--- src/rtl/smfc_pkg.sv ---
// Shared types and constants for the SPI master FIFO controller.
// No dependencies; the other RTL modules use it, all but the checker by import.
package smfc_pkg;

    // Stream payload widths.
    localparam int IN_DATA_W  = 32;
    localparam int IN_USER_W  = 2;
    localparam int OUT_DATA_W = 56;
    localparam int WORD_W     = 16;

    // Configuration port.
    localparam int CFG_INDEX_W = 3;
    localparam int CFG_DATA_W  = 4;

    localparam logic [CFG_INDEX_W-1:0] REG_DATA_SIZE    = 3'd0;
    localparam logic [CFG_INDEX_W-1:0] REG_FRAME_FORMAT = 3'd1;
    localparam logic [CFG_INDEX_W-1:0] REG_PORT_ENABLE  = 3'd2;
    localparam logic [CFG_INDEX_W-1:0] REG_LOOPBACK     = 3'd3;
    localparam logic [CFG_INDEX_W-1:0] REG_IRQ_MASK     = 3'd4;
    localparam logic [CFG_INDEX_W-1:0] REG_RX_DMA       = 3'd5;
    localparam logic [CFG_INDEX_W-1:0] REG_TX_DMA       = 3'd6;

    // Interrupt bit positions.
    localparam int IRQ_ROR = 0;
    localparam int IRQ_RT  = 1;
    localparam int IRQ_RX  = 2;
    localparam int IRQ_TX  = 3;

    // What an input item asks for.
    typedef enum logic [1:0] {
        KIND_PUSH  = 2'd0,
        KIND_POP   = 2'd1,
        KIND_CLEAR = 2'd2,
        KIND_FRAME = 2'd3
    } kind_t;

    // Commands from the controller to the datapath.
    typedef struct packed {
        logic load;   // capture the accepted item and prefetch FIFO heads
        logic exec;   // update state and capture the result
    } ctrl_cmd_t;

    // One result item, lowest field in the lowest bits.
    typedef struct packed {
        logic [3:0]        pad;
        logic              push_dropped;
        logic              tx_dma_req;
        logic              rx_dma_req;
        logic              irq_any;
        logic [3:0]        masked_irq;
        logic [3:0]        raw_irq;
        logic [4:0]        status;
        logic              burst_last;
        logic              burst_first;
        logic [WORD_W-1:0] mosi_out;
        logic              frame_valid;
        logic [WORD_W-1:0] read_data;
    } result_t;

endpackage

--- src/rtl/smfc_fifo.sv ---
// Circular word FIFO with head pointer, fill count and registered head read.
// Depends on smfc_pkg.
module smfc_fifo #(
    parameter int DEPTH = 8
) (
    input  logic                             clk,
    input  logic                             rst_n,
    input  logic                             fetch,
    input  logic                             push,
    input  logic                             pop,
    input  logic [smfc_pkg::WORD_W-1:0]      wdata,
    output logic [smfc_pkg::WORD_W-1:0]      rdata,
    output logic [$clog2(DEPTH+1)-1:0]       fill
);
    import smfc_pkg::*;

    localparam int PTR_W = $clog2(DEPTH);
    localparam int CNT_W = $clog2(DEPTH + 1);

    logic [WORD_W-1:0] mem [DEPTH];
    logic [WORD_W-1:0] rdata_reg;
    logic [PTR_W-1:0]  head_reg;
    logic [PTR_W-1:0]  head_next;
    logic [CNT_W-1:0]  fill_reg;
    logic [CNT_W-1:0]  fill_next;
    logic [PTR_W:0]    tail_sum;
    logic [PTR_W-1:0]  tail;

    // Write address is head plus fill, wrapped once at the depth.
    always_comb
    begin
        tail_sum = {1'b0, head_reg} + (PTR_W+1)'(fill_reg);
        if (tail_sum >= (PTR_W+1)'(DEPTH))
        begin
            tail_sum = tail_sum - (PTR_W+1)'(DEPTH);
        end
        tail = tail_sum[PTR_W-1:0];
    end

    // Pointer and count updates.
    always_comb
    begin
        head_next = head_reg;
        if (pop)
        begin
            head_next = (head_reg == PTR_W'(DEPTH - 1)) ? '0 : head_reg + 1'b1;
        end
        fill_next = fill_reg + CNT_W'(push) - CNT_W'(pop);
    end

    always_ff @(posedge clk or negedge rst_n)
    begin
        if (!rst_n)
        begin
            head_reg <= '0;
            fill_reg <= '0;
        end
        else
        begin
            head_reg <= head_next;
            fill_reg <= fill_next;
        end
    end

    // Storage: one write port at the tail, one registered read at the head.
    always_ff @(posedge clk)
    begin
        if (push)
        begin
            mem[tail] <= wdata;
        end
        if (fetch)
        begin
            rdata_reg <= mem[head_reg];
        end
    end

    assign rdata = rdata_reg;
    assign fill  = fill_reg;

endmodule

--- src/rtl/smfc_ctrl.sv ---
// Controller for the SPI master FIFO controller: handshakes and sequencing.
// Depends on smfc_pkg.
module smfc_ctrl (
    input  logic                 clk,
    input  logic                 rst_n,
    input  logic                 in_valid,
    output logic                 in_ready,
    output logic                 out_valid,
    input  logic                 out_ready,
    output smfc_pkg::ctrl_cmd_t  cmd
);
    import smfc_pkg::*;

    typedef enum logic {
        ST_IDLE,
        ST_EXEC
    } state_t;

    state_t state_reg;
    logic   out_valid_reg;

    // An item enters only when idle and the result slot is free or being drained.
    assign in_ready  = (state_reg == ST_IDLE) && (!out_valid_reg || out_ready);
    assign cmd.load  = in_valid && in_ready;
    assign cmd.exec  = (state_reg == ST_EXEC);
    assign out_valid = out_valid_reg;

    // State and result-valid flag.
    always_ff @(posedge clk or negedge rst_n)
    begin
        if (!rst_n)
        begin
            state_reg     <= ST_IDLE;
            out_valid_reg <= 1'b0;
        end
        else
        begin
            case (state_reg)
                ST_IDLE:
                begin
                    if (out_ready)
                    begin
                        out_valid_reg <= 1'b0;
                    end
                    if (cmd.load)
                    begin
                        state_reg <= ST_EXEC;
                    end
                end
                ST_EXEC:
                begin
                    out_valid_reg <= 1'b1;
                    state_reg     <= ST_IDLE;
                end
                default:
                begin
                    state_reg <= ST_IDLE;
                end
            endcase
        end
    end

endmodule

--- src/rtl/smfc_datapath.sv ---
// Datapath: configuration registers, both FIFOs, burst and overrun state, result.
// Depends on smfc_pkg and smfc_fifo.
module smfc_datapath #(
    parameter int FIFO_DEPTH = 8
) (
    input  logic                                clk,
    input  logic                                rst_n,
    input  smfc_pkg::ctrl_cmd_t                 cmd,
    input  logic [smfc_pkg::IN_DATA_W-1:0]      in_data,
    input  logic [smfc_pkg::IN_USER_W-1:0]      in_user,
    input  logic                                cfg_write,
    input  logic [smfc_pkg::CFG_INDEX_W-1:0]    cfg_index,
    input  logic [smfc_pkg::CFG_DATA_W-1:0]     cfg_data,
    output logic [smfc_pkg::OUT_DATA_W-1:0]     out_data
);
    import smfc_pkg::*;

    localparam int CNT_W = $clog2(FIFO_DEPTH + 1);

    // Configuration registers.
    logic [3:0] data_size_reg;
    logic       port_enable_reg;
    logic       loopback_reg;
    logic [3:0] irq_mask_reg;
    logic       rx_dma_reg;
    logic       tx_dma_reg;

    // Captured item.
    kind_t             kind_reg;
    logic [WORD_W-1:0] write_value_reg;
    logic [WORD_W-1:0] miso_reg;

    // Block state and result.
    logic    overrun_reg;
    logic    overrun_next;
    logic    in_burst_reg;
    logic    in_burst_next;
    result_t result_reg;
    result_t result_next;

    // FIFO interface.
    logic [WORD_W-1:0] tx_rdata;
    logic [WORD_W-1:0] rx_rdata;
    logic [WORD_W-1:0] rx_word;
    logic [CNT_W-1:0]  tx_fill;
    logic [CNT_W-1:0]  rx_fill;
    logic [CNT_W-1:0]  tx_fill_after;
    logic [CNT_W-1:0]  rx_fill_after;
    logic [WORD_W-1:0] frame_mask;
    logic              tx_full;
    logic              rx_full;
    logic              tx_push_ok;
    logic              rx_pop_ok;
    logic              frame_run;
    logic              rx_push_ok;
    logic [3:0]        raw_irq;

    // Configuration writes; frame format is accepted but has no effect on results.
    always_ff @(posedge clk or negedge rst_n)
    begin
        if (!rst_n)
        begin
            data_size_reg   <= '0;
            port_enable_reg <= 1'b0;
            loopback_reg    <= 1'b0;
            irq_mask_reg    <= '0;
            rx_dma_reg      <= 1'b0;
            tx_dma_reg      <= 1'b0;
        end
        else if (cfg_write)
        begin
            case (cfg_index)
                REG_DATA_SIZE:    data_size_reg   <= cfg_data;
                REG_FRAME_FORMAT: ;
                REG_PORT_ENABLE:  port_enable_reg <= cfg_data[0];
                REG_LOOPBACK:     loopback_reg    <= cfg_data[0];
                REG_IRQ_MASK:     irq_mask_reg    <= cfg_data;
                REG_RX_DMA:       rx_dma_reg      <= cfg_data[0];
                REG_TX_DMA:       tx_dma_reg      <= cfg_data[0];
                default:          ;
            endcase
        end
    end

    // Item capture.
    always_ff @(posedge clk)
    begin
        if (cmd.load)
        begin
            kind_reg        <= kind_t'(in_user);
            write_value_reg <= in_data[WORD_W-1:0];
            miso_reg        <= in_data[2*WORD_W-1:WORD_W];
        end
    end

    // Decisions for the captured item, taken against the fill counts before it.
    always_comb
    begin
        frame_mask = 16'hFFFF >> (4'd15 - data_size_reg);
        tx_full    = (tx_fill == CNT_W'(FIFO_DEPTH));
        rx_full    = (rx_fill == CNT_W'(FIFO_DEPTH));
        tx_push_ok = (kind_reg == KIND_PUSH) && !tx_full;
        rx_pop_ok  = (kind_reg == KIND_POP) && (rx_fill != '0);
        frame_run  = (kind_reg == KIND_FRAME) && port_enable_reg && (tx_fill != '0);
        rx_push_ok = frame_run && !rx_full;
        rx_word    = loopback_reg ? (tx_rdata & frame_mask) : (miso_reg & frame_mask);

        tx_fill_after = tx_fill + CNT_W'(tx_push_ok) - CNT_W'(frame_run);
        rx_fill_after = rx_fill + CNT_W'(rx_push_ok) - CNT_W'(rx_pop_ok);
    end

    // Overrun flag and burst tracking.
    always_comb
    begin
        overrun_next  = overrun_reg;
        in_burst_next = in_burst_reg;
        if ((kind_reg == KIND_CLEAR) && write_value_reg[IRQ_ROR])
        begin
            overrun_next = 1'b0;
        end
        if (frame_run && rx_full)
        begin
            overrun_next = 1'b1;
        end
        if (frame_run)
        begin
            in_burst_next = (tx_fill_after != '0);
        end
        else if (kind_reg == KIND_FRAME)
        begin
            in_burst_next = 1'b0;
        end
    end

    // Result assembly from the state after the item.
    always_comb
    begin
        raw_irq          = '0;
        raw_irq[IRQ_ROR] = overrun_next;
        raw_irq[IRQ_RT]  = 1'b0;
        raw_irq[IRQ_RX]  = (rx_fill_after != '0);
        raw_irq[IRQ_TX]  = (tx_fill_after != CNT_W'(FIFO_DEPTH));

        result_next              = '0;
        result_next.read_data    = rx_pop_ok ? rx_rdata : '0;
        result_next.frame_valid  = frame_run;
        result_next.mosi_out     = frame_run ? (tx_rdata & frame_mask) : '0;
        result_next.burst_first  = frame_run && !in_burst_reg;
        // A burst ends when a frame drains the transmit FIFO or a slot finds no frame.
        result_next.burst_last   = (kind_reg == KIND_FRAME) &&
                                   (frame_run ? (tx_fill_after == '0) : in_burst_reg);
        result_next.status[0]    = (tx_fill_after == '0);
        result_next.status[1]    = raw_irq[IRQ_TX];
        result_next.status[2]    = raw_irq[IRQ_RX];
        result_next.status[3]    = (rx_fill_after == CNT_W'(FIFO_DEPTH));
        result_next.status[4]    = in_burst_next;
        result_next.raw_irq      = raw_irq;
        result_next.masked_irq   = raw_irq & irq_mask_reg;
        result_next.irq_any      = |(raw_irq & irq_mask_reg);
        result_next.rx_dma_req   = port_enable_reg && rx_dma_reg && raw_irq[IRQ_RX];
        result_next.tx_dma_req   = port_enable_reg && tx_dma_reg && raw_irq[IRQ_TX];
        result_next.push_dropped = (kind_reg == KIND_PUSH) && tx_full;
    end

    always_ff @(posedge clk or negedge rst_n)
    begin
        if (!rst_n)
        begin
            overrun_reg  <= 1'b0;
            in_burst_reg <= 1'b0;
        end
        else if (cmd.exec)
        begin
            overrun_reg  <= overrun_next;
            in_burst_reg <= in_burst_next;
        end
    end

    always_ff @(posedge clk)
    begin
        if (cmd.exec)
        begin
            result_reg <= result_next;
        end
    end

    assign out_data = result_reg;

    // Transmit and receive FIFOs.
    smfc_fifo #(
        .DEPTH (FIFO_DEPTH)
    ) u_tx_fifo (
        .clk   (clk),
        .rst_n (rst_n),
        .fetch (cmd.load),
        .push  (cmd.exec && tx_push_ok),
        .pop   (cmd.exec && frame_run),
        .wdata (write_value_reg),
        .rdata (tx_rdata),
        .fill  (tx_fill)
    );

    smfc_fifo #(
        .DEPTH (FIFO_DEPTH)
    ) u_rx_fifo (
        .clk   (clk),
        .rst_n (rst_n),
        .fetch (cmd.load),
        .push  (cmd.exec && rx_push_ok),
        .pop   (cmd.exec && rx_pop_ok),
        .wdata (rx_word),
        .rdata (rx_rdata),
        .fill  (rx_fill)
    );

endmodule

--- src/rtl/spi_master_fifo_controller.sv ---
// Each accepted item has its FIFO heads read into registers at acceptance, then
// passes through the EXEC state, which updates the state and registers the result.
// No new item is taken until the controller is back in idle and the result slot
// is free or being drained.
// Reset (rst_n, asynchronous, active low) clears configuration, pointers, fill
// counts, overrun and burst state; FIFO storage is not cleared and needs no pass.
module spi_master_fifo_controller #(
    parameter int FIFO_DEPTH = 8
) (
    input  logic                                clk,
    input  logic                                rst_n,
    // Input items.
    input  logic                                s_axis_tvalid,
    output logic                                s_axis_tready,
    input  logic [smfc_pkg::IN_DATA_W-1:0]      s_axis_tdata,  // write_value, miso_in
    input  logic [smfc_pkg::IN_USER_W-1:0]      s_axis_tuser,  // kind
    // Result items.
    output logic                                m_axis_tvalid,
    input  logic                                m_axis_tready,
    // read_data, frame_valid, mosi_out, burst_first, burst_last, status,
    // raw_irq, masked_irq, irq_any, rx_dma_req, tx_dma_req, push_dropped, zero pad
    output logic [smfc_pkg::OUT_DATA_W-1:0]     m_axis_tdata,
    // Configuration writes.
    input  logic                                cfg_write,
    input  logic [smfc_pkg::CFG_INDEX_W-1:0]    cfg_index,
    input  logic [smfc_pkg::CFG_DATA_W-1:0]     cfg_data
);
    import smfc_pkg::*;

    ctrl_cmd_t cmd;

    smfc_ctrl u_ctrl (
        .clk       (clk),
        .rst_n     (rst_n),
        .in_valid  (s_axis_tvalid),
        .in_ready  (s_axis_tready),
        .out_valid (m_axis_tvalid),
        .out_ready (m_axis_tready),
        .cmd       (cmd)
    );

    smfc_datapath #(
        .FIFO_DEPTH (FIFO_DEPTH)
    ) u_datapath (
        .clk       (clk),
        .rst_n     (rst_n),
        .cmd       (cmd),
        .in_data   (s_axis_tdata),
        .in_user   (s_axis_tuser),
        .cfg_write (cfg_write),
        .cfg_index (cfg_index),
        .cfg_data  (cfg_data),
        .out_data  (m_axis_tdata)
    );

endmodule

--- config.mk ---
export PLATFORM = sky130hd
export DESIGN_NAME = spi_master_fifo_controller
export DESIGN_NICKNAME = d
export VERILOG_FILES = /design/src/rtl/smfc_pkg.sv /design/src/rtl/smfc_fifo.sv /design/src/rtl/smfc_ctrl.sv /design/src/rtl/smfc_datapath.sv /design/src/rtl/spi_master_fifo_controller.sv
export SDC_FILE = /design/constraint.sdc
export NUM_CORES = 1
export LEC_CHECK = 0
export BUFFER_PORTS_ARGS = -buffer_cell sky130_fd_sc_hd__buf_2
export CORE_ASPECT_RATIO = 0.9
export CORE_MARGIN = 5
export CORE_UTILIZATION = 40
export CTS_CLUSTER_DIAMETER = 200
export DETAILED_ROUTE_END_ITERATION = 7
export SLEW_MARGIN = 10
export SYNTH_ARGS = -nofsm -noshare
export SYNTH_HDL_FRONTEND = slang
export SYNTH_HIERARCHICAL = 1
export SYNTH_SLANG_ARGS = --single-unit
--- constraint.sdc ---
create_clock -name clk -period 6.2 [get_ports clk]
set_input_delay 0.31 -clock clk [delete_from_list [all_inputs] [get_ports clk]]
set_output_delay 0.31 -clock clk [all_outputs]
set_load 0.02 [all_outputs]
==> run metrics <==
Die ar.=between 40000 and 50000 µm²; total number of vias=about 7700; Setup TNS Final=0 ns; WL/cell=19.27 µm; min Tclk post-route=about 3.7 ns; share of layout cells above drive strength 1=0.2671; Vias/cell=slightly below 5; simple-gate share of the synthesized area=0.07212; Leakage=0.006666 µW; Post-Syn Area=16000 µm²; CP cell instances=inv_1, ha_1, nor3b_2, or2_1, inv_4, nand2_1, ha_1, inv_1, ha_1, inv_1, fa_1, nor2b_1, nand3b_1, mux2_2, a221o_1; Detailed Route Iter0 Violations=468; Die X=between 200 and 250 µm; slowest CP cell=fa_1; area of the multi-input gates=3809 µm²; placed cell count=around 1500; Post-Route Skew=0.01590 ns; CP Launch Point=u_datapath/u_tx_fifo/fill[2]; total track usage=0.1424; xor/xnor cell area share of the yosys netlist=0.009152; Final Cycle Share=0.5974; most frequent cells in the layout=edfxtp_1, nand2_1, buf_2; Unique masters post-synth=54; largest family of logic cells by synthesized area=multiplexers; RSZ-0062 raised after global routing=false; Synth Area in Adders=0.02785; Core Region=about 40000 µm²; FF+latch count, synth=399; ant diodes=0; Slew HR=0.2638; HP Class=input port to register; Final Cell Area=18680 µm²; Synth Area in Compound Gates=0.01056; Final GP Congestion=0.7728; max incr delay on CP=0.46 ns; IO Pins=104; Post-synth EDFFs=370; clk buf depth=3; max cap viols=0; min-delay src=s_axis_tdata[31]; asr flop ratio synth=0.07268; Std-Cell Rows=69; post-cts resize count=0; Synth Instances=872; first-pass GRT wire length=47.69 mm; GRT Residual Overflow=0; CTS sink cnt=399; R2R Setup Slk=2.50 ns; final hold viol count=0; htree depth=2; commonest non-fill, non-tap cell in the layout=edfxtp_1; # fillers=3404; vias in the first global route=approximately 8100; Max Fanout on Critical Path=12; clock-pin slew on the worst setup and hold paths=0.06 ns; DP HPWL=19.21 mm; First-pass DRT Iterations=4; PD cells=412.0 nW/µm²; CTS root buffer=clkbuf_16; maximum VDD drop=247.3 µV; clk_lat worst skew=0.53 ns; drt drc=0; Startpoint Class=register; Top FF cell, synth=edfxtp_1; critical path capture point type=register; Area Overhead vs Synth=16.80%; pin count of the biggest net entering global routing=67; post-synthesis sequential area ratio=0.7400; RR Startpoint=u_datapath/u_tx_fifo/fill[2]; CTS tree=yes; status=finished clean; register area=11840 µm²; placed cell areas=16990 µm²; Max Slew Vio Count=0; worst endpoint required time=6.48 ns; Die Y=199.7 µm; Crit Path Class=register to register; DRT Wirelength=30.52 mm; Syn Area/Cell=approximately 18 µm²; nets@finish=around 1100; CP arrival=3.99 ns; Final Instance Count excl. Fillers=approximately 1600; # port buffers=97; worst-margin pin slew=1.103 ns; post-CTS setup buffers=0; # setup viols final=0; Num CTS Buffers=41; ANT nets after route=0; mux contribution to synthesized area=0.1130; Warnings, synthesis=6; antenna violations before repair=1; Starting Density=0.4045; fmax=270.0 MHz
## layer usage
| metal | wire length [µm] | up-vias | part of all wire | global-route usage |
|---|---|---|---|---|
| met5 | 0 | - | 0 | 0 |
| met4 | 1034 | 0 | 0.034 | 0.05397 |
| met3 | 1464 | 58 | 0.048 | 0.02394 |
| met2 | 15310 | 181 | 0.50 | 0.2380 |
| met1 | 12720 | 3861 | 0.42 | 0.1893 |
| li1 | - | 3623 | - | - |
## power by group
group / switching, µW / internal (µW) / total [µW]
combinational: 973 / 756 / 1730
sequential: 200 / 3300 / 3500
clock: 974 / 1490 / 2470
total: 2150 / 5550 / 7700
## synth_stat cells (4+ instances only)
| master | count | area share |
|---|---|---|
| buf_6 | 4 | 0.0028 |
| edfxtp_1 | 370 | 0.69 |
| nand2_1 | 112 | 0.026 |
| buf_2 | 14 | 0.0044 |
| dfrtp_1 | 29 | 0.045 |
| buf_4 | 9 | 0.0042 |
| mux2_2 | 18 | 0.013 |
| clkbuf_1 | 6 | 0.0014 |
| nand3b_1 | 6 | 0.0028 |
| buf_12 | 4 | 0.0050 |
| ha_1 | 26 | 0.020 |
| o21ai_0 | 7 | 0.0022 |
| mux4_1 | 6 | 0.0099 |
| nand3_1 | 7 | 0.0022 |
| and2_1 | 20 | 0.0078 |
| xor2_1 | 5 | 0.0027 |
| nor3b_1 | 9 | 0.0042 |
| xnor2_1 | 8 | 0.0044 |
| a21o_1 | 4 | 0.0019 |
| mux2i_1 | 14 | 0.0088 |
| fa_1 | 6 | 0.0075 |
| and3_1 | 9 | 0.0035 |
| a21oi_1 | 10 | 0.0031 |
| mux4_2 | 58 | 0.082 |
| nor2_1 | 34 | 0.0080 |
| inv_1 | 28 | 0.0066 |
| nor3_1 | 11 | 0.0034 |
## per-stage QoR
step           hold slack [ns]  power [µW]  setup WS [ns]  utilization
2_1_floorplan          0.01441        4889         0.1963            -
3_3_place_gp            0.4236        5262          2.554       0.4296
3_5_place_dp            0.4240        5297          2.457       0.4296
4_1_cts               0.002298        7809          2.454       0.4725
5_1_grt               0.001008        8140          2.211       0.4725
6_report               0.03539        7697          2.496       0.4725
## path summary, 6_finish.rpt
check | end | depth (start not counted)
worst max-delay path | u_datapath/out_data[48] | 15
worst min-delay path | u_datapath/miso_reg[15] | 1
worst max register to register | u_datapath/out_data[48] | 15
worst min register to register | u_datapath/tx_dma_reg | 1
max in group asynchronous | u_datapath/u_tx_fifo/head_reg[0] | 2
min in group asynchronous | u_ctrl/out_valid | 2
## area by class of cell
class / instances / area share
multi-input combinational: 408 / 0.2039
tap: 532 / 0.03563
inverter: 31 / 0.006362
timing repair buffer: 140 / 0.04782
clock inverter: 22 / 0.01433
sequential: 399 / 0.6338
clock buffer: 52 / 0.05820
## repair_timing
action,in CTS,in global routing
hold buffers,34,0
setup endpoints to repair,0,0
hold endpoints to repair,62,0
## kinds of logic after synthesis
logic type | Yosys count
multiplexers | 96
adder cells (fa/ha/maj) | 32
flip-flops | 399
AND/OR/NAND/NOR | 232
other | 1
buffers and inverters | 70
XOR/XNOR | 15
AO/OA/AOI/OAI | 27
## critical path, delay by kind of cell (launching register included)
family          cells  cell delay [ns]
flops               1             0.41
mux                 1             0.30
fa+ha+maj           4             1.08
buf+inv             4             0.41
simple gates        5             0.91
compound gates      1             0.34
(Power assumes the default switching activity.)
